## config.mk

```make
export PLATFORM = sky130hd
export DESIGN_NAME = error_report_table_unit
export DESIGN_NICKNAME = d
export VERILOG_FILES = /design/src/rtl/ert_pkg.sv /design/src/rtl/ert_ram.sv /design/src/rtl/error_report_table_unit.sv
export SDC_FILE = /design/constraint.sdc
export NUM_CORES = 2
export LEC_CHECK = 0
export BUFFER_PORTS_ARGS = -buffer_cell sky130_fd_sc_hd__buf_2
export CAP_MARGIN = 5
export CORE_MARGIN = 5
export CORE_UTILIZATION = 50
export DETAILED_ROUTE_END_ITERATION = 12
export GPL_TIMING_DRIVEN = 0
export PLACE_DENSITY_LB_ADDON = 0.12
export SLEW_MARGIN = 10
export SYNTH_ARGS = -nofsm -noshare
export SYNTH_HDL_FRONTEND = slang
export SYNTH_SLANG_ARGS = --single-unit
```

## constraint.sdc

```tcl
create_clock -name clk -period 13.2 [get_ports clk]
set_input_delay 0.66 -clock clk [delete_from_list [all_inputs] [get_ports clk]]
set_output_delay 0.66 -clock clk [all_outputs]
set_load 0.005 [all_outputs]
```

## src/rtl/ert_pkg.sv

```systemverilog
`default_nettype none

package ert_pkg;

    // Command codes carried by a request.
    localparam logic [1:0] CMD_REGISTER = 2'd0;
    localparam logic [1:0] CMD_FETCH    = 2'd1;
    localparam logic [1:0] CMD_ACK      = 2'd2;

    // Report levels of a register request.
    localparam logic [1:0] LVL_ONCE     = 2'd0;
    localparam logic [1:0] LVL_ACKED    = 2'd1;

    // Status codes of a result.
    localparam logic [1:0] STS_OK        = 2'd0;
    localparam logic [1:0] STS_EMPTY     = 2'd1;
    localparam logic [1:0] STS_BAD_LEVEL = 2'd2;

    // Table selectors.
    localparam logic TBL_ONCE  = 1'b0;
    localparam logic TBL_ACKED = 1'b1;

    // Sequencer states.
    typedef enum logic [1:0] {
        S_IDLE,
        S_SCAN,
        S_DONE
    } state_t;

    // Operation being worked on by the sequencer.
    typedef enum logic [1:0] {
        OP_REG_ONCE,
        OP_REG_ACKED,
        OP_FETCH,
        OP_ACK
    } op_t;

    // One request as it arrives.
    typedef struct packed {
        logic [1:0]  cmd;
        logic [7:0]  code;
        logic [31:0] time_stamp;
        logic [31:0] min_gap;
        logic [1:0]  level;
    } request_t;

    // One result as it leaves.
    typedef struct packed {
        logic [1:0]  status;
        logic [7:0]  out_code;
        logic [31:0] out_time;
        logic        out_table;
    } result_t;

    // One stored table entry.
    typedef struct packed {
        logic [7:0]  code;
        logic [31:0] entry_time;
        logic [31:0] gap;
        logic [31:0] stamp;
    } entry_t;

endpackage

`default_nettype wire

```

## src/rtl/ert_ram.sv

```systemverilog
`default_nettype none

module ert_ram #(
    parameter int WIDTH = 8,
    parameter int DEPTH = 16
) (
    input  wire logic                     clk,
    input  wire logic                     wr_en,
    input  wire logic [$clog2(DEPTH)-1:0] wr_addr,
    input  wire logic [WIDTH-1:0]         wr_data,
    input  wire logic                     rd_en,
    input  wire logic [$clog2(DEPTH)-1:0] rd_addr,
    output      logic [WIDTH-1:0]         rd_data
);

    logic [WIDTH-1:0] mem [DEPTH];

    // One write port and one registered read port.
    always_ff @(posedge clk)
    begin
        if (wr_en)
        begin
            mem[wr_addr] <= wr_data;
        end
        if (rd_en)
        begin
            rd_data <= mem[rd_addr];
        end
    end

endmodule

`default_nettype wire

```

## src/rtl/error_report_table_unit.sv

```systemverilog
`default_nettype none

// Channel   Ports                  Handshake
// request   start, busy, request   taken at a rising edge with start high and busy low
// result    done, result           done is high for one cycle; taken at the edge ending it
//
// The entries sit in one RAM that both tables share; the sequencer reads one entry per
// cycle and checks it in a single subtract-and-compare unit, so the scan length sets how
// long a request takes. A fetch that finds nothing scans both tables in full.
// Reset clears the tick, the valid bits, the round-robin slot and the pending mark at once.
// busy stays high from acceptance through the done cycle; the receiver cannot stall.

module error_report_table_unit #(
    parameter int TABLE_DEPTH = 8
) (
    input  wire logic              clk,
    input  wire logic              rst_n,
    input  wire logic              start,
    output      logic              busy,
    input  wire ert_pkg::request_t request,
    output      logic              done,
    output      ert_pkg::result_t  result
);

    import ert_pkg::*;

    localparam int IDX_W    = (TABLE_DEPTH > 1) ? $clog2(TABLE_DEPTH) : 1;
    localparam int SLOTS    = 1 << IDX_W;
    localparam int ADDR_W   = IDX_W + 1;
    localparam int RAM_SIZE = 2 * SLOTS;
    localparam int ENTRY_W  = $bits(entry_t);
    localparam logic [IDX_W-1:0] LAST_IDX = IDX_W'(TABLE_DEPTH - 1);

    state_t             state_reg, state_next;
    op_t                op_reg, op_next;
    request_t           req_reg;
    logic               tbl_reg, tbl_next;
    logic [IDX_W-1:0]   issue_idx_reg, issue_idx_next;
    logic               issue_on_reg, issue_on_next;
    logic [IDX_W-1:0]   chk_idx_reg, chk_idx_next;
    logic               chk_on_reg, chk_on_next;
    logic               free_found_reg, free_found_next;
    logic [IDX_W-1:0]   free_idx_reg, free_idx_next;
    logic [31:0]        tick_reg, tick_next;
    logic [IDX_W-1:0]   next_slot_reg, next_slot_next;
    logic [SLOTS-1:0]   once_valid_reg, once_valid_next;
    logic [SLOTS-1:0]   ack_valid_reg, ack_valid_next;
    logic               pending_valid_reg, pending_valid_next;
    logic [IDX_W-1:0]   pending_slot_reg, pending_slot_next;
    result_t            result_reg, result_next;

    logic               rd_en;
    logic [ADDR_W-1:0]  rd_addr;
    logic [ENTRY_W-1:0] rd_data;
    logic               wr_en;
    logic [ADDR_W-1:0]  wr_addr;
    entry_t             wr_entry;

    logic               accept;
    op_t                dec_op;
    logic               dec_imm;
    logic [1:0]         dec_status;

    entry_t             ent;
    logic [31:0]        elapsed;
    logic               overdue;
    logic               code_eq;
    logic               stamp_zero;
    logic               entry_valid;
    logic               hit;
    logic               chk_last;
    logic               issue_last;
    logic               conclude;
    logic               free_any;
    logic [IDX_W-1:0]   free_sel;

    assign accept = start && (state_reg == S_IDLE);

    // Entry store for both tables: the table bit selects the upper half.
    ert_ram #(
        .WIDTH (ENTRY_W),
        .DEPTH (RAM_SIZE)
    ) u_ram (
        .clk     (clk),
        .wr_en   (wr_en),
        .wr_addr (wr_addr),
        .wr_data (wr_entry),
        .rd_en   (rd_en),
        .rd_addr (rd_addr),
        .rd_data (rd_data)
    );

    // Decode the incoming request into an operation or an immediate answer.
    always_comb
    begin
        dec_op     = OP_FETCH;
        dec_imm    = 1'b0;
        dec_status = STS_OK;
        case (request.cmd)
            CMD_REGISTER:
            begin
                if (request.level == LVL_ONCE)
                begin
                    dec_op = OP_REG_ONCE;
                end
                else if (request.level == LVL_ACKED)
                begin
                    dec_op = OP_REG_ACKED;
                end
                else
                begin
                    dec_imm    = 1'b1;
                    dec_status = STS_BAD_LEVEL;
                end
            end
            CMD_FETCH:
            begin
                dec_op = OP_FETCH;
            end
            CMD_ACK:
            begin
                if (pending_valid_reg)
                begin
                    dec_op = OP_ACK;
                end
                else
                begin
                    dec_imm    = 1'b1;
                    dec_status = STS_EMPTY;
                end
            end
            default:
            begin
                dec_imm    = 1'b1;
                dec_status = STS_EMPTY;
            end
        endcase
    end

    // Shared check unit: elapsed-time compare and code match on the entry just read.
    assign ent         = entry_t'(rd_data);
    assign elapsed     = tick_reg - ent.stamp;
    assign overdue     = elapsed > ent.gap;
    assign code_eq     = ent.code == req_reg.code;
    assign stamp_zero  = ent.stamp == 32'd0;
    assign entry_valid = (tbl_reg == TBL_ACKED) ? ack_valid_reg[chk_idx_reg]
                                                : once_valid_reg[chk_idx_reg];

    always_comb
    begin
        case (op_reg)
            OP_REG_ONCE:  hit = entry_valid && code_eq;
            OP_REG_ACKED: hit = entry_valid && code_eq;
            OP_FETCH:
            begin
                if (tbl_reg == TBL_ONCE)
                begin
                    hit = entry_valid && stamp_zero;
                end
                else
                begin
                    hit = entry_valid && (stamp_zero || overdue);
                end
            end
            OP_ACK:       hit = 1'b1;
            default:      hit = 1'b0;
        endcase
    end

    assign issue_last = (op_reg == OP_ACK) || (issue_idx_reg == LAST_IDX);
    assign chk_last   = (op_reg == OP_ACK) || (chk_idx_reg == LAST_IDX);
    assign conclude   = chk_on_reg &&
                        (hit || (chk_last && !(op_reg == OP_FETCH && tbl_reg == TBL_ONCE)));
    assign free_any   = free_found_reg || !entry_valid;
    assign free_sel   = free_found_reg ? free_idx_reg : chk_idx_reg;

    // Next state.
    always_comb
    begin
        state_next = state_reg;
        case (state_reg)
            S_IDLE:
            begin
                if (start)
                begin
                    state_next = dec_imm ? S_DONE : S_SCAN;
                end
            end
            S_SCAN:
            begin
                if (conclude)
                begin
                    state_next = S_DONE;
                end
            end
            S_DONE:
            begin
                state_next = S_IDLE;
            end
            default:
            begin
                state_next = S_IDLE;
            end
        endcase
    end

    // Sequencer outputs, scan pointers and table updates.
    always_comb
    begin
        op_next            = op_reg;
        tbl_next           = tbl_reg;
        issue_idx_next     = issue_idx_reg;
        issue_on_next      = issue_on_reg;
        chk_idx_next       = chk_idx_reg;
        chk_on_next        = chk_on_reg;
        free_found_next    = free_found_reg;
        free_idx_next      = free_idx_reg;
        tick_next          = tick_reg;
        next_slot_next     = next_slot_reg;
        once_valid_next    = once_valid_reg;
        ack_valid_next     = ack_valid_reg;
        pending_valid_next = pending_valid_reg;
        pending_slot_next  = pending_slot_reg;
        result_next        = result_reg;
        rd_en              = 1'b0;
        rd_addr            = {tbl_reg, issue_idx_reg};
        wr_en              = 1'b0;
        wr_addr            = {TBL_ONCE, chk_idx_reg};
        wr_entry           = ent;

        case (state_reg)
            S_IDLE:
            begin
                if (accept)
                begin
                    op_next         = dec_op;
                    tbl_next        = (dec_op == OP_REG_ACKED || dec_op == OP_ACK) ?
                                      TBL_ACKED : TBL_ONCE;
                    issue_idx_next  = (dec_op == OP_ACK) ? pending_slot_reg : '0;
                    issue_on_next   = 1'b1;
                    chk_on_next     = 1'b0;
                    free_found_next = 1'b0;
                    result_next     = '{status: dec_status, out_code: 8'd0,
                                        out_time: 32'd0, out_table: TBL_ONCE};
                    if (request.cmd == CMD_FETCH)
                    begin
                        tick_next = tick_reg + 32'd1;
                    end
                end
            end
            S_SCAN:
            begin
                // Read ahead one entry while checking the previous one.
                rd_en          = issue_on_reg;
                chk_on_next    = issue_on_reg;
                chk_idx_next   = issue_idx_reg;
                issue_idx_next = issue_idx_reg + 1'b1;
                issue_on_next  = issue_on_reg && !issue_last;

                if (chk_on_reg)
                begin
                    result_next = '{status: STS_OK, out_code: 8'd0,
                                    out_time: 32'd0, out_table: TBL_ONCE};
                    if (hit)
                    begin
                        case (op_reg)
                            OP_REG_ONCE:
                            begin
                                // Re-arm a known code only once its gap has run out.
                                wr_en    = overdue;
                                wr_addr  = {TBL_ONCE, chk_idx_reg};
                                wr_entry = '{code: ent.code, entry_time: req_reg.time_stamp,
                                             gap: ent.gap, stamp: 32'd0};
                            end
                            OP_FETCH:
                            begin
                                wr_en       = 1'b1;
                                wr_addr     = {tbl_reg, chk_idx_reg};
                                wr_entry    = '{code: ent.code, entry_time: ent.entry_time,
                                                gap: ent.gap, stamp: tick_reg};
                                result_next = '{status: STS_OK, out_code: ent.code,
                                                out_time: ent.entry_time, out_table: tbl_reg};
                                if (tbl_reg == TBL_ONCE)
                                begin
                                    pending_valid_next = 1'b0;
                                end
                                else
                                begin
                                    pending_valid_next = 1'b1;
                                    pending_slot_next  = chk_idx_reg;
                                end
                            end
                            OP_ACK:
                            begin
                                result_next = '{status: STS_OK, out_code: ent.code,
                                                out_time: ent.entry_time,
                                                out_table: TBL_ACKED};
                                ack_valid_next[chk_idx_reg] = 1'b0;
                                pending_valid_next          = 1'b0;
                            end
                            default:
                            begin
                                // A duplicate acknowledged code changes nothing.
                            end
                        endcase
                    end
                    else if (chk_last)
                    begin
                        case (op_reg)
                            OP_REG_ONCE:
                            begin
                                // New code goes to the round-robin slot.
                                wr_en    = 1'b1;
                                wr_addr  = {TBL_ONCE, next_slot_reg};
                                wr_entry = '{code: req_reg.code,
                                             entry_time: req_reg.time_stamp,
                                             gap: req_reg.min_gap, stamp: 32'd0};
                                once_valid_next[next_slot_reg] = 1'b1;
                                next_slot_next = (next_slot_reg == LAST_IDX) ?
                                                 '0 : next_slot_reg + 1'b1;
                            end
                            OP_REG_ACKED:
                            begin
                                // New code goes to the first free slot; a full table drops it.
                                wr_en    = free_any;
                                wr_addr  = {TBL_ACKED, free_sel};
                                wr_entry = '{code: req_reg.code,
                                             entry_time: req_reg.time_stamp,
                                             gap: req_reg.min_gap, stamp: 32'd0};
                                if (free_any)
                                begin
                                    ack_valid_next[free_sel] = 1'b1;
                                end
                            end
                            OP_FETCH:
                            begin
                                if (tbl_reg == TBL_ONCE)
                                begin
                                    // Nothing unsent in the report-once table: try the other.
                                    tbl_next       = TBL_ACKED;
                                    issue_idx_next = '0;
                                    issue_on_next  = 1'b1;
                                    chk_on_next    = 1'b0;
                                end
                                else
                                begin
                                    result_next.status = STS_EMPTY;
                                end
                            end
                            default:
                            begin
                                result_next.status = STS_EMPTY;
                            end
                        endcase
                    end
                    else if (!free_found_reg && !entry_valid)
                    begin
                        free_found_next = 1'b1;
                        free_idx_next   = chk_idx_reg;
                    end
                end
            end
            default:
            begin
            end
        endcase
    end

    // Handshake outputs.
    always_comb
    begin
        busy   = state_reg != S_IDLE;
        done   = state_reg == S_DONE;
        result = result_reg;
    end

    // Control registers.
    always_ff @(posedge clk or negedge rst_n)
    begin
        if (!rst_n)
        begin
            state_reg         <= S_IDLE;
            op_reg            <= OP_FETCH;
            tbl_reg           <= TBL_ONCE;
            issue_on_reg      <= 1'b0;
            chk_on_reg        <= 1'b0;
            free_found_reg    <= 1'b0;
            tick_reg          <= 32'd0;
            next_slot_reg     <= '0;
            once_valid_reg    <= '0;
            ack_valid_reg     <= '0;
            pending_valid_reg <= 1'b0;
            pending_slot_reg  <= '0;
        end
        else
        begin
            state_reg         <= state_next;
            op_reg            <= op_next;
            tbl_reg           <= tbl_next;
            issue_on_reg      <= issue_on_next;
            chk_on_reg        <= chk_on_next;
            free_found_reg    <= free_found_next;
            tick_reg          <= tick_next;
            next_slot_reg     <= next_slot_next;
            once_valid_reg    <= once_valid_next;
            ack_valid_reg     <= ack_valid_next;
            pending_valid_reg <= pending_valid_next;
            pending_slot_reg  <= pending_slot_next;
        end
    end

    // Payload registers.
    always_ff @(posedge clk)
    begin
        if (accept)
        begin
            req_reg <= request;
        end
        issue_idx_reg <= issue_idx_next;
        chk_idx_reg   <= chk_idx_next;
        free_idx_reg  <= free_idx_next;
        result_reg    <= result_next;
    end

`ifndef NO_ASSERTIONS
    // An accepted request keeps the block busy in the next cycle.
    a_accept_busy: assert property (@(posedge clk) disable iff (!rst_n)
        (start && !busy) |=> busy)
        else $error("accepted request did not make the block busy");

    // Each result is strobed for a single cycle.
    a_done_single: assert property (@(posedge clk) disable iff (!rst_n)
        done |=> !done)
        else $error("done strobe held for more than one cycle");

    // The pending mark always points at a live acknowledged entry.
    a_pending_live: assert property (@(posedge clk) disable iff (!rst_n)
        pending_valid_reg |-> ack_valid_reg[pending_slot_reg])
        else $error("pending entry is not valid");

    // The round-robin slot stays inside the table.
    a_slot_range: assert property (@(posedge clk) disable iff (!rst_n)
        next_slot_reg <= LAST_IDX)
        else $error("round-robin slot out of range");
`endif

endmodule

`default_nettype wire

```

==> metrics.txt <==
Worst path max stage delay=0.57 ns; Tmin final=7.44 ns; die area=161000 sq um; initial antenna violation count=2; GP Congestion=0.765; H-tree depth=4; DR pass1 iterations=5; CTS max path bufs=3; post-cts resize count=0; Avg WL per Cell=31.2 um; busiest layer in global routing=met2; CP Depth=27; Worst-Margin Slew=1.35 ns; DP Area=81800 sq um; met3 Use GR=4.02%; Avg Cell Area, Syn=22.1 sq um; largest net degree at the start of global routing=57; most used cell, CP=buf_8; Net Count, Synth=3612; layout cell share with drive strength beyond 1=28.0%; max reg flops=1664; clock slew at reported path FFs=0.06 ns; CP arrival=7.94 ns; Vias=37300; Reg area=58400 sq um; Worst-Skew Late Latency=0.81 ns; delay-heaviest family, CP=compound AO/OA/AOI/OAI gates; final setup fails=0; core footprint=152000 sq um; reg2reg setup slack=5.76 ns; final non-filler cell total=6155; Worst Path Max Fanout=9; CP max-delay cell=nor2_1; first-pass GRT wire length=276000 um; Critical Path RT=13.70 ns; Lkg Pwr=0.0292 uW; outcome=complete, no violations; Syn-to-layout area delta=16.2%; number of fill cells=10900; multi-input logic area=17200 sq um; DR iter-0 viols=4242; Total GRT Usage=23.9%; Min-Delay Path Class=in -> reg; Worst Setup End Kind=flip-flop; Buf/Inv on CP=7; met2 Use GR=38.5%; Starting Density=50.3%; FFs w/ async S/R, synth=3.22%; placed cell count=5728; CTS Root Buffer Type=clkbuf_16; Synth area leaders=edfxtp_1 (74%), mux4_2 (15%), dfrtp_1 (2.0%); Synth top area share=74.3%; worst clock skew=0.0357 ns; most common cell in the synthesized netlist=edfxtp_1; cell taking the most area after synthesis=edfxtp_1; RSZ-0062 raised after global routing=false; post-synthesis cell count=3464; Die X=401 um; CTS tree=built; synth cell count leaders=edfxtp_1 (1892), mux4_2 (520), clkbuf_1 (107), nand2_1 (86), inv_1 (85); WS Path Type=reg -> reg; worst vdd ir=0.140 mV; Worst Hold Margin=0.128 ns; met1 Usage GRT=34.1%; GRT overflow=0; Post-DP HPWL=120000 um; post-route ant nets=0; final hold violation count=0; RR Startpoint=tick_reg[0]; die height=401 um; WL final=192000 um; DR DRC count=0; number of synthesized flops with an enable pin=1892; #FFs+latches synth=1955; worst rel slew slack=9.78%; input/output buffers=122; # nets final=4118; Reg-to-Reg End=u_ram.mem[7][50]; Netlist cell types=80; IO Pins=124; Final Cycle Share=56.4%; post-route cell area=88800 sq um; Sink Count=1955; Setup crit start=tick_reg[0]; share of the yosys chip area belonging to registers=76.4%; max cap viols=0; Cell Area, Synth=76400 sq um; CTS buffer count=196; FMAX=134 MHz; Via density=6.05; Reg2Reg Depth=27; # rows=143; vias in the first global route=38200; Setup crit end=u_ram.mem[7][50]; fin. max-slew vios=0; Most used DFF post-synth=edfxtp_1; post-layout util=58.5%; CP Launch Type=flip-flop; P per Cell Area=220 nW/um^2; Synth warnings=0
==> repair_timing <==
action / in CTS / in global routing
hold buffers: 72 / 0
hold endpoints to repair: 90 / 0
buffers inserted: 0 / 0
==> stage by stage <==
step | worst slack (ns) | TNS (ns) | power, uW
floorplan | 1.29 | 0 | 12100
global placement | -10.87 | -4483.91 | 14100
detailed placement | 5.78 | 0 | 14200
CTS | 5.74 | 0 | 19700
global route | 5.30 | 0 | 20400
finish | 5.76 | 0 | 19600
==> metal layers <==
metal  routed length (um)  up-vias
met5                    0        -
met4                 5450        0
met3                12000      262
met2                93700     1332
met1                81000    20100
li1                     -    15500
==> area by class of cell <==
| cell class | count | share of cell area (%) |
|---|---|---|
| Buffer | 147 | 0.684 |
| Tap cell | 2030 | 2.86 |
| Timing Repair Buffer | 308 | 3.87 |
| Multi-Input combinational cell | 1276 | 19.4 |
| Antenna cell | 1 | 0.00282 |
| Sequential cell | 1955 | 65.7 |
| Inverter | 86 | 0.369 |
| Clock inverter | 94 | 1.09 |
| Clock buffer | 258 | 6.00 |
==> cell usage in the layout (no fill, tap or decap), drive strengths merged, types with 10 or more instances in the layout <==
cell type	count
nand4	12
mux2	51
a22o	37
nor2b	20
xor2	24
nand3	27
a21o	31
buf	272
nand2b	10
nor3	17
and2	53
nand2	86
ha	68
nor2	53
edfxtp	1892
clkinv	70
dlygate4sd3	72
and3	16
o21ai	63
nor4	12
a31oi	12
clkbuf	369
a21oi	39
dfrtp	62
bufinv	17
inv	92
mux4	520
xnor2	41
==> cells by family (layout without fill, tap and decap cells) <==
kind of cell / count (synthesis) / in the layout / synth area share, %
AO/OA/AOI/OAI: 244 / 244 / 2.27
XOR/XNOR: 65 / 65 / 0.745
adder cells (fa/ha/maj): 69 / 69 / 1.14
buffers and inverters: 233 / 893 / 1.18
flip-flops: 1955 / 1955 / 76.4
multiplexers: 574 / 574 / 16.1
other: 0 / 1 / 0
AND/OR/NAND/NOR: 324 / 324 / 2.17
==> power by group <==
| part | switching [uW] | total [uW] | internal (uW) |
|---|---|---|---|
| combinational | 3360 | 5490 | 2140 |
| clock | 2320 | 5480 | 3170 |
| sequential | 245 | 8590 | 8340 |
| total | 5920 | 19600 | 13600 |
==> how the worst min path moves through the flow <==
stage	depth (start not counted)	endpoint	slack (ns)	from
CTS	1	req_reg[46]	0.07	request[46]
finish	1	req_reg[46]	0.13	request[46]
global placement	1	once_valid_reg[0]	0.44	once_valid_reg[0]
global route	1	req_reg[46]	0.06	request[46]
detailed placement	1	once_valid_reg[0]	0.46	once_valid_reg[0]
floorplan	0	ack_valid_reg[0]	0.36	rst_n
Power figures use the tool's default switching activity.
